**src/rtl/dstq_pkg.sv**
```systemverilog
package dstq_pkg;

	localparam int QueueDepthDefault = 16;
	localparam int IdBitsDefault = 8;
	localparam int MaxResults = 16;
	localparam logic [31:0] INFINITE = 32'hFFFF_FFFF;

	localparam logic [1:0] REQ_POST = 2'd0;
	localparam logic [1:0] REQ_SIGNAL = 2'd1;
	localparam logic [1:0] REQ_TICK = 2'd2;
	localparam logic [1:0] REQ_SHUTDOWN = 2'd3;

	localparam logic [1:0] CODE_TIMEOUT = 2'd0;
	localparam logic [1:0] CODE_SIGNAL = 2'd1;
	localparam logic [1:0] CODE_ABORT = 2'd2;
	localparam logic [1:0] CODE_FULL = 2'd3;

	typedef struct packed {
		logic [7:0] id;
		logic [1:0] code;
		logic last;
	} result_t;

	// True when a - b, read as a signed 32-bit value, is negative.
	function automatic logic diff_negative(input logic [31:0] a, input logic [31:0] b);
		logic [31:0] d;
		d = a - b;
		return d[31];
	endfunction

endpackage

```
**src/rtl/dstq_mem.sv**
```systemverilog
module dstq_mem #(
	parameter int DEPTH = 16,
	parameter int WIDTH = 41
) (
	input logic clk,
	input logic we,
	input logic [$clog2(DEPTH)-1:0] waddr,
	input logic [WIDTH-1:0] wdata,
	input logic re,
	input logic [$clog2(DEPTH)-1:0] raddr,
	output logic [WIDTH-1:0] rdata
);
	logic [WIDTH-1:0] mem_q [DEPTH];

	always_ff @(posedge clk) begin
		if (we) begin
			mem_q[waddr] <= wdata;
		end
		if (re) begin
			rdata <= mem_q[raddr];
		end
	end
endmodule

```
**src/rtl/dstq_out.sv**
```systemverilog
module dstq_out (
	input logic clk,
	input logic arst_n,
	input logic push,
	input dstq_pkg::result_t push_res,
	output logic free,
	output logic done_valid,
	input logic done_stall,
	output logic [7:0] done_id,
	output logic [1:0] completion_code,
	output logic last_of_run
);
	import dstq_pkg::*;

	result_t res_q;

	// A new item may be loaded when the register is empty or drains this cycle.
	assign free = !done_valid || !done_stall;

	always_ff @(posedge clk or negedge arst_n) begin
		if (!arst_n) begin
			done_valid <= 1'b0;
		end else if (free) begin
			done_valid <= push;
		end
	end

	always_ff @(posedge clk) begin
		if (free && push) begin
			res_q <= push_res;
		end
	end

	assign done_id = res_q.id;
	assign completion_code = res_q.code;
	assign last_of_run = res_q.last;
endmodule

```
**src/rtl/deadline_sorted_timer_queue_top.sv**
```systemverilog
// Deadline-sorted timer queue.
// Request channel (req_valid/req_stall): req_type, op_id, deadline, now_tick.
// Completion channel (done_valid/done_stall): done_id, completion_code and
// last_of_run, which marks the final completion caused by one request item.
// Entries live in one single-port-write synchronous memory, kept packed from
// slot 0. Every request that is not an immediate or rejected post walks the
// stored entries once in slot order, each occupied slot read, then modified
// and written back; a shutdown walks again over the entries left after the
// first pass. Entries are read one at a time through the one memory read
// port. One request item is worked on at a time; req_stall is high from
// acceptance until its last completion, if any, is loaded into the output
// register, which shows it on done_valid from the following cycle.
// Reset empties the queue at once; no memory clearing pass is needed since
// only slots below the count are ever read. When the receiver stalls, the
// walk pauses with its completion held and the memory left unchanged.
module deadline_sorted_timer_queue_top #(
	parameter int QUEUE_DEPTH = dstq_pkg::QueueDepthDefault,
	parameter int ID_BITS = dstq_pkg::IdBitsDefault
) (
	input logic clk,
	input logic arst_n,
	input logic req_valid,
	output logic req_stall,
	input logic [1:0] req_type,
	input logic [7:0] op_id,
	input logic [31:0] deadline,
	input logic [31:0] now_tick,
	output logic done_valid,
	input logic done_stall,
	output logic [7:0] done_id,
	output logic [1:0] completion_code,
	output logic last_of_run
);
	import dstq_pkg::*;

	localparam int AW = (QUEUE_DEPTH > 1) ? $clog2(QUEUE_DEPTH) : 1;
	localparam int CW = $clog2(QUEUE_DEPTH + 1);
	localparam int NW = $clog2(MaxResults + 1);
	localparam int EW = 32 + ID_BITS + 1;

	typedef enum logic [1:0] {ST_IDLE, ST_RD, ST_PR, ST_FIN} state_t;

	state_t state_q;
	logic [CW-1:0] count_q;
	logic [CW-1:0] j_q;
	logic [CW-1:0] w_q;
	logic [NW-1:0] n_q;
	logic [1:0] req_q;
	logic [ID_BITS-1:0] id_q;
	logic [31:0] dl_q;
	logic [31:0] now_q;
	logic post_ins_q;
	logic post_held_q;
	logic ins_q;
	logic stop_q;
	logic found_q;
	logic phase2_q;
	logic [EW-1:0] carry_q;
	logic pend_v_q;
	result_t pend_q;

	logic mem_we;
	logic [AW-1:0] mem_waddr;
	logic [EW-1:0] mem_wdata;
	logic mem_re;
	logic [EW-1:0] rdata;
	logic out_free;
	logic push;
	result_t push_res;

	logic [31:0] e_dl;
	logic [ID_BITS-1:0] e_own;
	logic e_held;
	logic n_ok;
	logic rem;
	logic ins_here;
	logic [1:0] rem_code;
	logic [EW-1:0] new_entry;

	assign e_dl = rdata[31:0];
	assign e_own = rdata[32 +: ID_BITS];
	assign e_held = rdata[EW-1];
	assign n_ok = n_q < NW'(MaxResults);
	assign new_entry = {post_held_q, id_q, dl_q};
	assign req_stall = state_q != ST_IDLE;
	assign mem_re = state_q == ST_RD && j_q != count_q;

	// Decide what happens to the entry just read.
	always_comb begin
		rem = 1'b0;
		rem_code = CODE_TIMEOUT;
		unique case (req_q)
			REQ_SIGNAL: begin
				rem = !found_q && e_own == id_q;
				rem_code = CODE_SIGNAL;
			end
			REQ_TICK: begin
				rem = !e_held && !stop_q && n_ok && !diff_negative(now_q, e_dl);
				rem_code = CODE_TIMEOUT;
			end
			REQ_SHUTDOWN: begin
				rem = n_ok && (phase2_q || !e_held);
				rem_code = CODE_ABORT;
			end
			default: begin
				rem = 1'b0;
				rem_code = CODE_TIMEOUT;
			end
		endcase
		ins_here = !ins_q && !post_held_q && !e_held && !diff_negative(e_dl, dl_q);
	end

	// Memory write port and completion pushes.
	always_comb begin
		mem_we = 1'b0;
		mem_waddr = j_q[AW-1:0];
		mem_wdata = rdata;
		push = 1'b0;
		push_res = pend_q;
		unique case (state_q)
			ST_PR: begin
				if (req_q == REQ_POST) begin
					mem_we = out_free && (ins_here || ins_q);
					mem_waddr = j_q[AW-1:0];
					mem_wdata = ins_here ? new_entry : carry_q;
				end else begin
					mem_we = out_free && !rem;
					mem_waddr = w_q[AW-1:0];
					mem_wdata = rdata;
					push = rem && pend_v_q;
					push_res.last = 1'b0;
				end
			end
			ST_FIN: begin
				mem_we = out_free && post_ins_q;
				mem_waddr = count_q[AW-1:0];
				mem_wdata = ins_q ? carry_q : new_entry;
				push = pend_v_q;
				push_res.last = 1'b1;
			end
			default: begin
				mem_we = 1'b0;
			end
		endcase
	end

	always_ff @(posedge clk or negedge arst_n) begin
		if (!arst_n) begin
			state_q <= ST_IDLE;
			count_q <= '0;
			j_q <= '0;
			w_q <= '0;
			n_q <= '0;
			req_q <= REQ_POST;
			post_ins_q <= 1'b0;
			post_held_q <= 1'b0;
			ins_q <= 1'b0;
			stop_q <= 1'b0;
			found_q <= 1'b0;
			phase2_q <= 1'b0;
			pend_v_q <= 1'b0;
		end else begin
			unique case (state_q)
				ST_IDLE: begin
					if (req_valid) begin
						req_q <= req_type;
						id_q <= ID_BITS'(op_id);
						dl_q <= deadline;
						now_q <= now_tick;
						j_q <= '0;
						w_q <= '0;
						n_q <= '0;
						ins_q <= 1'b0;
						stop_q <= 1'b0;
						found_q <= 1'b0;
						phase2_q <= 1'b0;
						post_held_q <= deadline == INFINITE;
						post_ins_q <= 1'b0;
						pend_q.id <= 8'(ID_BITS'(op_id));
						pend_q.last <= 1'b1;
						if (req_type == REQ_POST && deadline == '0) begin
							pend_v_q <= 1'b1;
							pend_q.code <= CODE_SIGNAL;
							state_q <= ST_FIN;
						end else if (req_type == REQ_POST &&
								count_q == CW'(QUEUE_DEPTH)) begin
							pend_v_q <= 1'b1;
							pend_q.code <= CODE_FULL;
							state_q <= ST_FIN;
						end else begin
							pend_v_q <= 1'b0;
							post_ins_q <= req_type == REQ_POST;
							state_q <= ST_RD;
						end
					end
				end
				ST_RD: begin
					if (j_q != count_q) begin
						state_q <= ST_PR;
					end else if (req_q == REQ_POST) begin
						state_q <= ST_FIN;
					end else begin
						count_q <= w_q;
						if (req_q == REQ_SHUTDOWN && !phase2_q) begin
							// Timed entries are gone unless the result limit was hit; now abort the held ones.
							phase2_q <= 1'b1;
							j_q <= '0;
							w_q <= '0;
						end else begin
							state_q <= ST_FIN;
						end
					end
				end
				ST_PR: begin
					if (out_free) begin
						j_q <= j_q + 1'b1;
						state_q <= ST_RD;
						if (req_q == REQ_POST) begin
							if (ins_here || ins_q) begin
								carry_q <= rdata;
								ins_q <= 1'b1;
							end
						end else if (rem) begin
							pend_v_q <= 1'b1;
							pend_q.id <= 8'(e_own);
							pend_q.code <= rem_code;
							n_q <= n_q + 1'b1;
							found_q <= 1'b1;
						end else begin
							w_q <= w_q + 1'b1;
							if (!e_held) begin
								stop_q <= 1'b1;
							end
						end
					end
				end
				ST_FIN: begin
					if (out_free) begin
						pend_v_q <= 1'b0;
						if (post_ins_q) begin
							count_q <= count_q + 1'b1;
						end
						state_q <= ST_IDLE;
					end
				end
				default: begin
					state_q <= ST_IDLE;
				end
			endcase
		end
	end

	dstq_mem #(
		.DEPTH(QUEUE_DEPTH),
		.WIDTH(EW)
	) u_mem (
		.clk(clk),
		.we(mem_we),
		.waddr(mem_waddr),
		.wdata(mem_wdata),
		.re(mem_re),
		.raddr(j_q[AW-1:0]),
		.rdata(rdata)
	);

	dstq_out u_out (
		.clk(clk),
		.arst_n(arst_n),
		.push(push),
		.push_res(push_res),
		.free(out_free),
		.done_valid(done_valid),
		.done_stall(done_stall),
		.done_id(done_id),
		.completion_code(completion_code),
		.last_of_run(last_of_run)
	);
endmodule
```
**config.mk**
```make
export PLATFORM = sky130hd
export DESIGN_NAME = deadline_sorted_timer_queue_top
export DESIGN_NICKNAME = d
export VERILOG_FILES = /design/src/rtl/dstq_pkg.sv /design/src/rtl/dstq_mem.sv /design/src/rtl/dstq_out.sv /design/src/rtl/deadline_sorted_timer_queue_top.sv
export SDC_FILE = /design/constraint.sdc
export NUM_CORES = 1
export LEC_CHECK = 0
export ABC_AREA = 1
export BUFFER_PORTS_ARGS = -buffer_cell sky130_fd_sc_hd__buf_2
export CAP_MARGIN = 10
export CORE_UTILIZATION = 49
export DETAILED_ROUTE_END_ITERATION = 7
export PLACE_DENSITY_LB_ADDON = 0.1
export SETUP_SLACK_MARGIN = 0.15
export SYNTH_ARGS = -nofsm -noshare
export SYNTH_HDL_FRONTEND = slang
export SYNTH_HIERARCHICAL = 1
export SYNTH_SLANG_ARGS = --single-unit
export TNS_END_PERCENT = 100
```
**constraint.sdc**
```tcl
create_clock -name clk -period 4.4 [get_ports clk]
set_clock_uncertainty 0.1 [all_clocks]
set_input_delay 1.1 -clock clk [delete_from_list [all_inputs] [get_ports clk]]
set_output_delay 1.1 -clock clk [all_outputs]
set_load 0.02 [all_outputs]
```
==> tab_implementation.tex, run 1 <==
\begin{tabular}{lr}
\hline
Metric & Value \\
\hline
\multicolumn{2}{l}{\textbf{Status}} \\
Status & completed \\
\multicolumn{2}{l}{\textbf{Clocking}} \\
Number of buffers inserted during clock tree synthesis & 95 \\
H-tree level count & 3 \\
Root buffer selected by CTS & sky130\_fd\_sc\_hd\_\_clkbuf\_16 \\
Clock Sink Count & 863 \\
Clk slew on worst S/H paths & 0.06 ns \\
Clock buffer depth & 3 \\
CTS tree & yes \\
Buffers inserted by post-CTS timing repair & 0 \\
Number of gates resized after cts & 0 \\
CTS hold repair buffers & 0 \\
Clock network latency to the later pin of the worst-skew pair & 0.66 ns \\
\multicolumn{2}{l}{\textbf{Flow run}} \\
Number of max-capacitance violations reported & 0 \\
\multicolumn{2}{l}{\textbf{STA}} \\
Setup Total Neg Slack & 0 ns \\
Top achievable clock speed & 259 MHz \\
Final period demand of the worst path & 3.87 ns \\
Headroom to the max-slew limit & 0.379 \\
Post-route clock period utilization & 0.879 \\
Final hold violation count & 0 \\
Final Max Tran Viols & 0 \\
Endpoints failing setup & 0 \\
RSZ-0062 raised after global routing & false \\
Worst-Margin Slew & 0.931 ns \\
\multicolumn{2}{l}{\textbf{Floorplan}} \\
Total Die Area & 82100 um\^{}2 \\
DIE WIDTH & 286 um \\
I/O pin count & 91 \\
Chip height & 286 um \\
Num rows & 103 \\
Core ar. & 79500 um\^{}2 \\
Initial Util & 0.499 \\
\multicolumn{2}{l}{\textbf{Global route}} \\
Number of antenna violations at the first check in global routing & 10 \\
Global-route wire length before repair & 163000 um \\
All-layer global routing usage & 0.265 \\
Pin count of the biggest net entering global routing & 128 \\
Global route total overflow & 0 \\
Via count of the first global-routing pass & 25900 \\
\multicolumn{2}{l}{\textbf{Logic synthesis}} \\
Sequential area share after synthesis & 0.650 \\
Number of enable-type register cells in the synthesized netlist & 831 \\
Avg Inst Size Synth & 10.2 um\^{}2 \\
Syn\_nets & 4035 \\
Unique cell type count in the Yosys netlist & 46 \\
Post-Synthesis Cell Area & 39600 um\^{}2 \\
Instance count of the mapped netlist & 3892 \\
Share of flip-flops with an asynchronous set or reset after synthesis & 0.0371 \\
Flip-flop and latch count after synthesis & 863 \\
Most used DFF post-synth & sky130\_fd\_sc\_hd\_\_edfxtp\_1 \\
Warning count from the yosys run & 6 \\
\multicolumn{2}{l}{\textbf{Pwr}} \\
Power consumption & 32.4 mW \\
Worst vdd ir & 0.486 mV \\
Cell Pwr Density & 725 nW/um\^{}2 \\
Static leakage & 18.8 nW \\
\multicolumn{2}{l}{\textbf{Place}} \\
Final estimated routing congestion in global placement & 0.858 \\
Port Buffer Count & 90 \\
HPWL after detailed placement & 65600 um \\
\multicolumn{2}{l}{\textbf{Min path}} \\
Class of the worst hold path & in2async \\
\multicolumn{2}{l}{\textbf{Finish}} \\
Area growth from synthesis to final layout & 12.8\% \\
Fillers & 6808 \\
Final nets & 4168 \\
Storage element area & 25800 um\^{}2 \\
Total area of multi-input combinational cells & 10400 um\^{}2 \\
Share of layout cells above drive strength 1 & 0.0999 \\
\multicolumn{2}{l}{\textbf{Detailed routing}} \\
Via density & 5.34 \\
DR pass1 iterations & 6 \\
DRC violation count after routing & 0 \\
Remaining number of nets flagged by the antenna check after routing & 0 \\
Detailed-route wire length per cell & 21.0 um \\
Vias & 27500 \\
Initial detailed-routing violation count & 2761 \\
Total routed wirelength & 108000 um \\
\multicolumn{2}{l}{\textbf{Worst setup path}} \\
Worst Reg2Reg Path Length in Cells & 21 \\
Req. time, crit path & 4.65 ns \\
Crit Path Category & reg2reg \\
Startpoint class of the critical path & flop \\
Maximum fanout encountered on the critical timing path & 16 \\
Worst path arrival time & 4.11 ns \\
Capturing element type of the critical path & flop \\
\hline
\end{tabular}
## cell usage after synthesis (4+ instances only)
master / n / area (um^2)
sky130_fd_sc_hd__nand4_1: 62 / 388
sky130_fd_sc_hd__nor2_1: 114 / 428
sky130_fd_sc_hd__o21ai_0: 67 / 335
sky130_fd_sc_hd__dfrtp_1: 32 / 801
sky130_fd_sc_hd__o21ai_1: 5 / 25.0
sky130_fd_sc_hd__xnor2_1: 6 / 52.6
sky130_fd_sc_hd__a21oi_1: 123 / 616
sky130_fd_sc_hd__ha_1: 65 / 813
sky130_fd_sc_hd__nor3_1: 4 / 20.0
sky130_fd_sc_hd__buf_2: 81 / 405
sky130_fd_sc_hd__clkbuf_1: 46 / 173
sky130_fd_sc_hd__a211oi_1: 42 / 315
sky130_fd_sc_hd__buf_6: 39 / 439
sky130_fd_sc_hd__inv_1: 661 / 2480
sky130_fd_sc_hd__inv_2: 7 / 26.3
sky130_fd_sc_hd__nor4_1: 12 / 75.1
sky130_fd_sc_hd__nor2_2: 4 / 25.0
sky130_fd_sc_hd__nand2_1: 1068 / 4010
sky130_fd_sc_hd__buf_1: 13 / 48.8
sky130_fd_sc_hd__xor2_1: 8 / 70.1
sky130_fd_sc_hd__buf_4: 5 / 37.5
sky130_fd_sc_hd__nand3_1: 562 / 2810
sky130_fd_sc_hd__edfxtp_1: 831 / 25000
## cell type report
type / count / share of cell area
Timing Repair Buffer: 221 / 0.0368
Inverter: 670 / 0.0566
Antenna cell: 1 / 0.0000560
Clock inverter: 59 / 0.0115
Clock buffer: 118 / 0.0565
Tap cell: 1050 / 0.0294
Multi-Input combinational cell: 2174 / 0.233
Sequential cell: 863 / 0.576
## worst max-delay path: stages (launching register included)
cell and delay (ns):
sky130_fd_sc_hd__edfxtp_1 0.45, sky130_fd_sc_hd__inv_1 0.07, sky130_fd_sc_hd__ha_1 0.29, sky130_fd_sc_hd__nand2_1 0.07
sky130_fd_sc_hd__nor2_1 0.14, sky130_fd_sc_hd__nand2_1 0.06, sky130_fd_sc_hd__nor2_1 0.09, sky130_fd_sc_hd__nand2_1 0.06
sky130_fd_sc_hd__nand2_1 0.16, sky130_fd_sc_hd__nand2_1 0.10, sky130_fd_sc_hd__nand2_1 0.07, sky130_fd_sc_hd__nand2_1 0.05
sky130_fd_sc_hd__nand3_1 0.17, sky130_fd_sc_hd__nand2_2 0.12, sky130_fd_sc_hd__inv_1 0.10, sky130_fd_sc_hd__nand2_1 0.06
sky130_fd_sc_hd__a21oi_1 0.14, sky130_fd_sc_hd__buf_4 0.15, sky130_fd_sc_hd__nand2_1 0.10, sky130_fd_sc_hd__nor2_4 0.47
sky130_fd_sc_hd__buf_12 0.26, sky130_fd_sc_hd__buf_4 0.26
## report_power, final
part	total [mW]	internal (mW)	switching [mW]
sequential	12.4	11.8	0.626
clock	7.83	4.50	3.33
combinational	12.2	3.12	9.04
total	32.4	19.4	13.0
## layer usage
layer  vias to the layer above  part of all wire  track usage
met2                      1029              0.44        0.397
met4                         2             0.028       0.0826
met1                     13100              0.45        0.392
met5                         -          0.000046            0
met3                       164             0.078       0.0479
li1                      13200                 -            -
## final timing paths
kind	slack (ns)	to	start
max in group asynchronous	3.30	j_q[0]$_DFFE_PN0P_	arst_n
hold reg to reg	0.32	u_out/done_id[3]$_DFFE_PP_	pend_q[6]$_DFFE_PP_
hold / removal	0.23	found_q$_DFFE_PN0P_	arst_n
min in group clk	0.32	u_out/done_id[3]$_DFFE_PP_	pend_q[6]$_DFFE_PP_
setup / recovery	0.53	u_mem/mem_q[0][22]$_DFFE_PP_	u_mem/rdata[14]$_DFFE_PP_
setup reg to reg	0.53	u_mem/mem_q[0][22]$_DFFE_PP_	u_mem/rdata[14]$_DFFE_PP_
## sequential cells by signal, indices dropped and copies added (netlist names), 2 cells and up
| register | cells |
|---|---|
| u_mem/mem_q | 656 |
| carry_q | 41 |
| u_mem/rdata | 41 |
| dl_q | 32 |
| now_q | 32 |
| pend_q | 10 |
| id_q | 8 |
| u_out/done_id | 8 |
| count_q | 5 |
| j_q | 5 |
| n_q | 5 |
| w_q | 5 |
| req_q | 2 |
| state_q | 2 |
| u_out/completion_code | 2 |
## layout by cell type, fill, tap and decap left out, drive strengths merged, types with 2 or more instances in the layout
cell	n
ha	65
nand4	62
nand3	564
xor2	8
edfxtp	831
nor4	12
a21oi	124
or2	2
o21a	3
clkbuf	118
nand3b	2
nor2	119
nand2	1074
nor3	5
dfrtp	32
xnor2	6
o221ai	3
a211oi	42
buf	221
inv	671
bufinv	7
clkinv	45
o21ai	73
o211ai	2
o31ai	2
clkinvlp	6
## logic make-up (layout without fill, tap and decap cells)
family	count (synthesis)	in the layout	share of synthesized area
and+or+nand+nor	1841	1841	0.199
DFF	863	863	0.650
buffers and inverters	855	1068	0.0919
AOI/OAI and AO/OA	254	254	0.0360
adders and majority gates	65	65	0.0205
xor gates and xnor gates	14	14	0.00309
other	0	1	0
## metrics by stage
step,util,instances,setup slack [ns],area (um^2),hold WS [ns]
after floorplan,-,3892,0.161,39700,0.300
after global placement,0.524,4976,0.250,41600,0.303
after detailed placement,0.524,4976,0.200,41600,0.318
after CTS,0.562,5153,0.180,44700,0.209
after global routing,0.562,5155,0.271,44700,0.218
final,0.562,5156,0.534,44700,0.225
(Power assumes the default switching activity.)
==> run 2, diff against run 1 <==
CORE_MARGIN = 2   (was unset)
==> tab_implementation.tex, run 2 (synthesis results as in run 1) <==
\begin{tabular}{lr}
\hline
Metric & Value \\
\hline
\multicolumn{2}{l}{\textbf{Min path}} \\
Worst Hold Depth & 0 \\
Class of the worst hold path & reg2reg \\
Endpoint of the worst hold-timing path & u\_out/completion\_code[0]\$\_DFFE\_PP\_ \\
Startpoint of the lowest-slack hold path & pend\_q[1]\$\_SDFFCE\_PN1P\_ \\
\multicolumn{2}{l}{\textbf{Floorplan}} \\
Chip height & 288 um (+0.70\%) \\
I/O pin count & 91 (unchanged) \\
Core ar. & 80300 um\^{}2 (+0.97\%) \\
Total Die Area & 83200 um\^{}2 (+1.4\%) \\
DIE WIDTH & 288 um (+0.70\%) \\
Initial Util & 0.494 (-0.00479) \\
Num rows & 104 (+0.97\%) \\
\multicolumn{2}{l}{\textbf{STA}} \\
Top achievable clock speed & 259 MHz (+0.12\%) \\
Headroom to the max-slew limit & 0.379 (-0.000398) \\
Worst-Margin Slew & 0.932 ns (+0.000596 ns) \\
Final period demand of the worst path & 3.86 ns (-0.00480 ns) \\
Setup Total Neg Slack & 0 ns (unchanged) \\
Final Max Tran Viols & 0 (unchanged) \\
Endpoints failing setup & 0 (unchanged) \\
Final hold violation count & 0 (unchanged) \\
Post-route clock period utilization & 0.878 (-0.00109) \\
RSZ-0062 raised after global routing & false \\
\multicolumn{2}{l}{\textbf{Detailed routing}} \\
Initial detailed-routing violation count & 2494 (-9.7\%) \\
Via density & 5.31 (-0.48\%) \\
Remaining number of nets flagged by the antenna check after routing & 0 (unchanged) \\
DR pass1 iterations & 6 (unchanged) \\
Vias & 27300 (-0.73\%) \\
DRC violation count after routing & 0 (unchanged) \\
Detailed-route wire length per cell & 20.5 um (-2.5\%) \\
Total routed wirelength & 105000 um (-2.7\%) \\
\multicolumn{2}{l}{\textbf{Finish}} \\
Leading registers by flop count & u\_mem/mem\_q (656), carry\_q (41), u\_mem/rdata (41) \\
Area growth from synthesis to final layout & 12.3\% \\
Final std cells w/o fill & 5143 (-0.25\%) \\
Most common cell after layout, fill and taps aside & sky130\_fd\_sc\_hd\_\_nand2\_1 \\
Share of layout cells above drive strength 1 & 0.0943 (-0.00556) \\
Flip-flop count of the largest register after layout & 656 (unchanged) \\
Fillers & 6911 (+1.5\%) \\
Most frequent cells in the layout & 1068 x sky130\_fd\_sc\_hd\_\_nand2\_1, 831 x sky130\_fd\_sc\_hd\_\_edfxtp\_1, 658 x sky130\_fd\_sc\_hd\_\_inv\_1 \\
Post-route cell area & 44500 um\^{}2 (-0.42\%) \\
Reg with most FFs & u\_mem/mem\_q \\
Final nets & 4151 (-0.41\%) \\
\multicolumn{2}{l}{\textbf{Pwr}} \\
Cell Pwr Density & 721 nW/um\^{}2 (-0.58\%) \\
Power consumption & 32.1 mW (-1.0\%) \\
Worst vdd ir & 0.429 mV (-12\%) \\
Static leakage & 18.7 nW (-0.60\%) \\
\multicolumn{2}{l}{\textbf{Clocking}} \\
CTS hold repair buffers & 0 (unchanged) \\
Clock buffer depth & 3 (unchanged) \\
Clk slew on worst S/H paths & 0.06 ns (about the same) \\
Number of gates resized after cts & 0 (unchanged) \\
Root buffer selected by CTS & sky130\_fd\_sc\_hd\_\_clkbuf\_16 \\
Number of buffers inserted during clock tree synthesis & 95 (unchanged) \\
CTS tree & yes \\
Clock Sink Count & 863 (unchanged) \\
Buffers inserted by post-CTS timing repair & 0 (unchanged) \\
H-tree level count & 3 (unchanged) \\
Clock network latency to the later pin of the worst-skew pair & 0.65 ns (about the same) \\
\multicolumn{2}{l}{\textbf{Global route}} \\
Global-route wire length before repair & 159000 um (-2.6\%) \\
Pin count of the biggest net entering global routing & 142 (+11\%) \\
All-layer global routing usage & 0.253 (-0.0123) \\
Number of antenna violations at the first check in global routing & 6 (-4) \\
Via count of the first global-routing pass & 25800 (-0.63\%) \\
Global route total overflow & 0 (unchanged) \\
\multicolumn{2}{l}{\textbf{Place}} \\
Final estimated routing congestion in global placement & 0.823 (-4.0\%) \\
Number of cells in the design after placement & 4971 (-0.10\%) \\
Placed Instance Area & 41600 um\^{}2 (about the same) \\
HPWL after detailed placement & 64100 um (-2.4\%) \\
Port Buffer Count & 90 (unchanged) \\
\multicolumn{2}{l}{\textbf{Flow run}} \\
Number of max-capacitance violations reported & 0 (unchanged) \\
\multicolumn{2}{l}{\textbf{Status}} \\
Status & completed \\
\multicolumn{2}{l}{\textbf{Worst setup path}} \\
Maximum fanout encountered on the critical timing path & 30 (+14) \\
Capturing element type of the critical path & flop \\
Crit Path Category & reg2reg \\
Startpoint of the worst register-to-register path & u\_mem/rdata[6]\$\_DFFE\_PP\_ \\
Worst path arrival time & 4.08 ns (-0.03 ns) \\
Req. time, crit path & 4.62 ns (-0.03 ns) \\
Minimum setup slack among reg-to-reg paths & 0.54 ns (about the same) \\
Startpoint class of the critical path & flop \\
Capture instance of the worst register-to-register path & u\_mem/mem\_q[5][23]\$\_DFFE\_PP\_ \\
Worst Reg2Reg Path Length in Cells & 19 (-9.5\%) \\
\hline
\end{tabular}
run 2: final cells by class:
type	count	area (um^2)	area share
antenna	1	2.50	0.0000562
clock buffer	120	2580	0.0579
clock inverter	51	344	0.00773
inverter	670	2530	0.0568
multi-input combinational	2174	10400	0.234
sequential	863	25800	0.579
tap	1060	1330	0.0298
timing repair buffer	204	1570	0.0352
run 2: metal layers:
metal,global-route usage,routed length (um)
met1,0.383,49200
met2,0.384,46700
met3,0.0399,7420
met4,0.0583,1860
met5,0,21
run 2: worst max-delay path, stage by stage (launching register included):
cell	delay (ns)
sky130_fd_sc_hd__edfxtp_1	0.43
sky130_fd_sc_hd__inv_1	0.06
sky130_fd_sc_hd__ha_1	0.29
sky130_fd_sc_hd__nand2_1	0.12
sky130_fd_sc_hd__inv_1	0.05
sky130_fd_sc_hd__a21oi_1	0.14
sky130_fd_sc_hd__nand2_1	0.08
sky130_fd_sc_hd__nand2_1	0.06
sky130_fd_sc_hd__nand2_1	0.11
sky130_fd_sc_hd__nand2_1	0.11
sky130_fd_sc_hd__nand3_1	0.07
sky130_fd_sc_hd__nand3_1	0.19
sky130_fd_sc_hd__nand2_2	0.12
sky130_fd_sc_hd__inv_1	0.10
sky130_fd_sc_hd__nand2_1	0.06
sky130_fd_sc_hd__a21oi_1	0.15
sky130_fd_sc_hd__buf_4	0.19
sky130_fd_sc_hd__nand3b_1	0.31
sky130_fd_sc_hd__nor2_4	0.46
sky130_fd_sc_hd__buf_12	0.30
run 2: power by group:
part	leakage [nW]	internal, mW	switching [mW]
logic	9.36	3.09	9.07
registers	7.93	11.8	0.605
clock network	1.43	4.26	3.27
total	18.7	19.1	12.9
run 2: worst max-delay path by stage:
stage | start | to | slack, ns | cells after the start
after global placement | u_mem/rdata[14]$_DFFE_PP_ | u_mem/mem_q[5][5]$_DFFE_PP_ | 0.55 | 20
final | u_mem/rdata[6]$_DFFE_PP_ | u_mem/mem_q[5][23]$_DFFE_PP_ | 0.54 | 19
after detailed placement | u_mem/rdata[14]$_DFFE_PP_ | u_mem/mem_q[7][5]$_DFFE_PP_ | 0.55 | 20
after CTS | u_mem/rdata[14]$_DFFE_PP_ | u_mem/mem_q[5][23]$_DFFE_PP_ | 0.52 | 20
after floorplan | u_mem/rdata[22]$_DFFE_PP_ | u_mem/mem_q[12][0]$_DFFE_PP_ | 0.16 | 13
after global routing | u_mem/rdata[14]$_DFFE_PP_ | u_mem/mem_q[5][23]$_DFFE_PP_ | 0.22 | 20
run 2: through the flow:
| step | utilization | worst slack (ns) | hold slack [ns] |
|---|---|---|---|
| after floorplan | - | 0.161 | 0.300 |
| after global placement | 0.518 | 0.545 | 0.302 |
| after detailed placement | 0.518 | 0.553 | 0.306 |
| after CTS | 0.554 | 0.524 | 0.320 |
| after global routing | 0.554 | 0.220 | 0.326 |
| final | 0.554 | 0.539 | 0.319 |
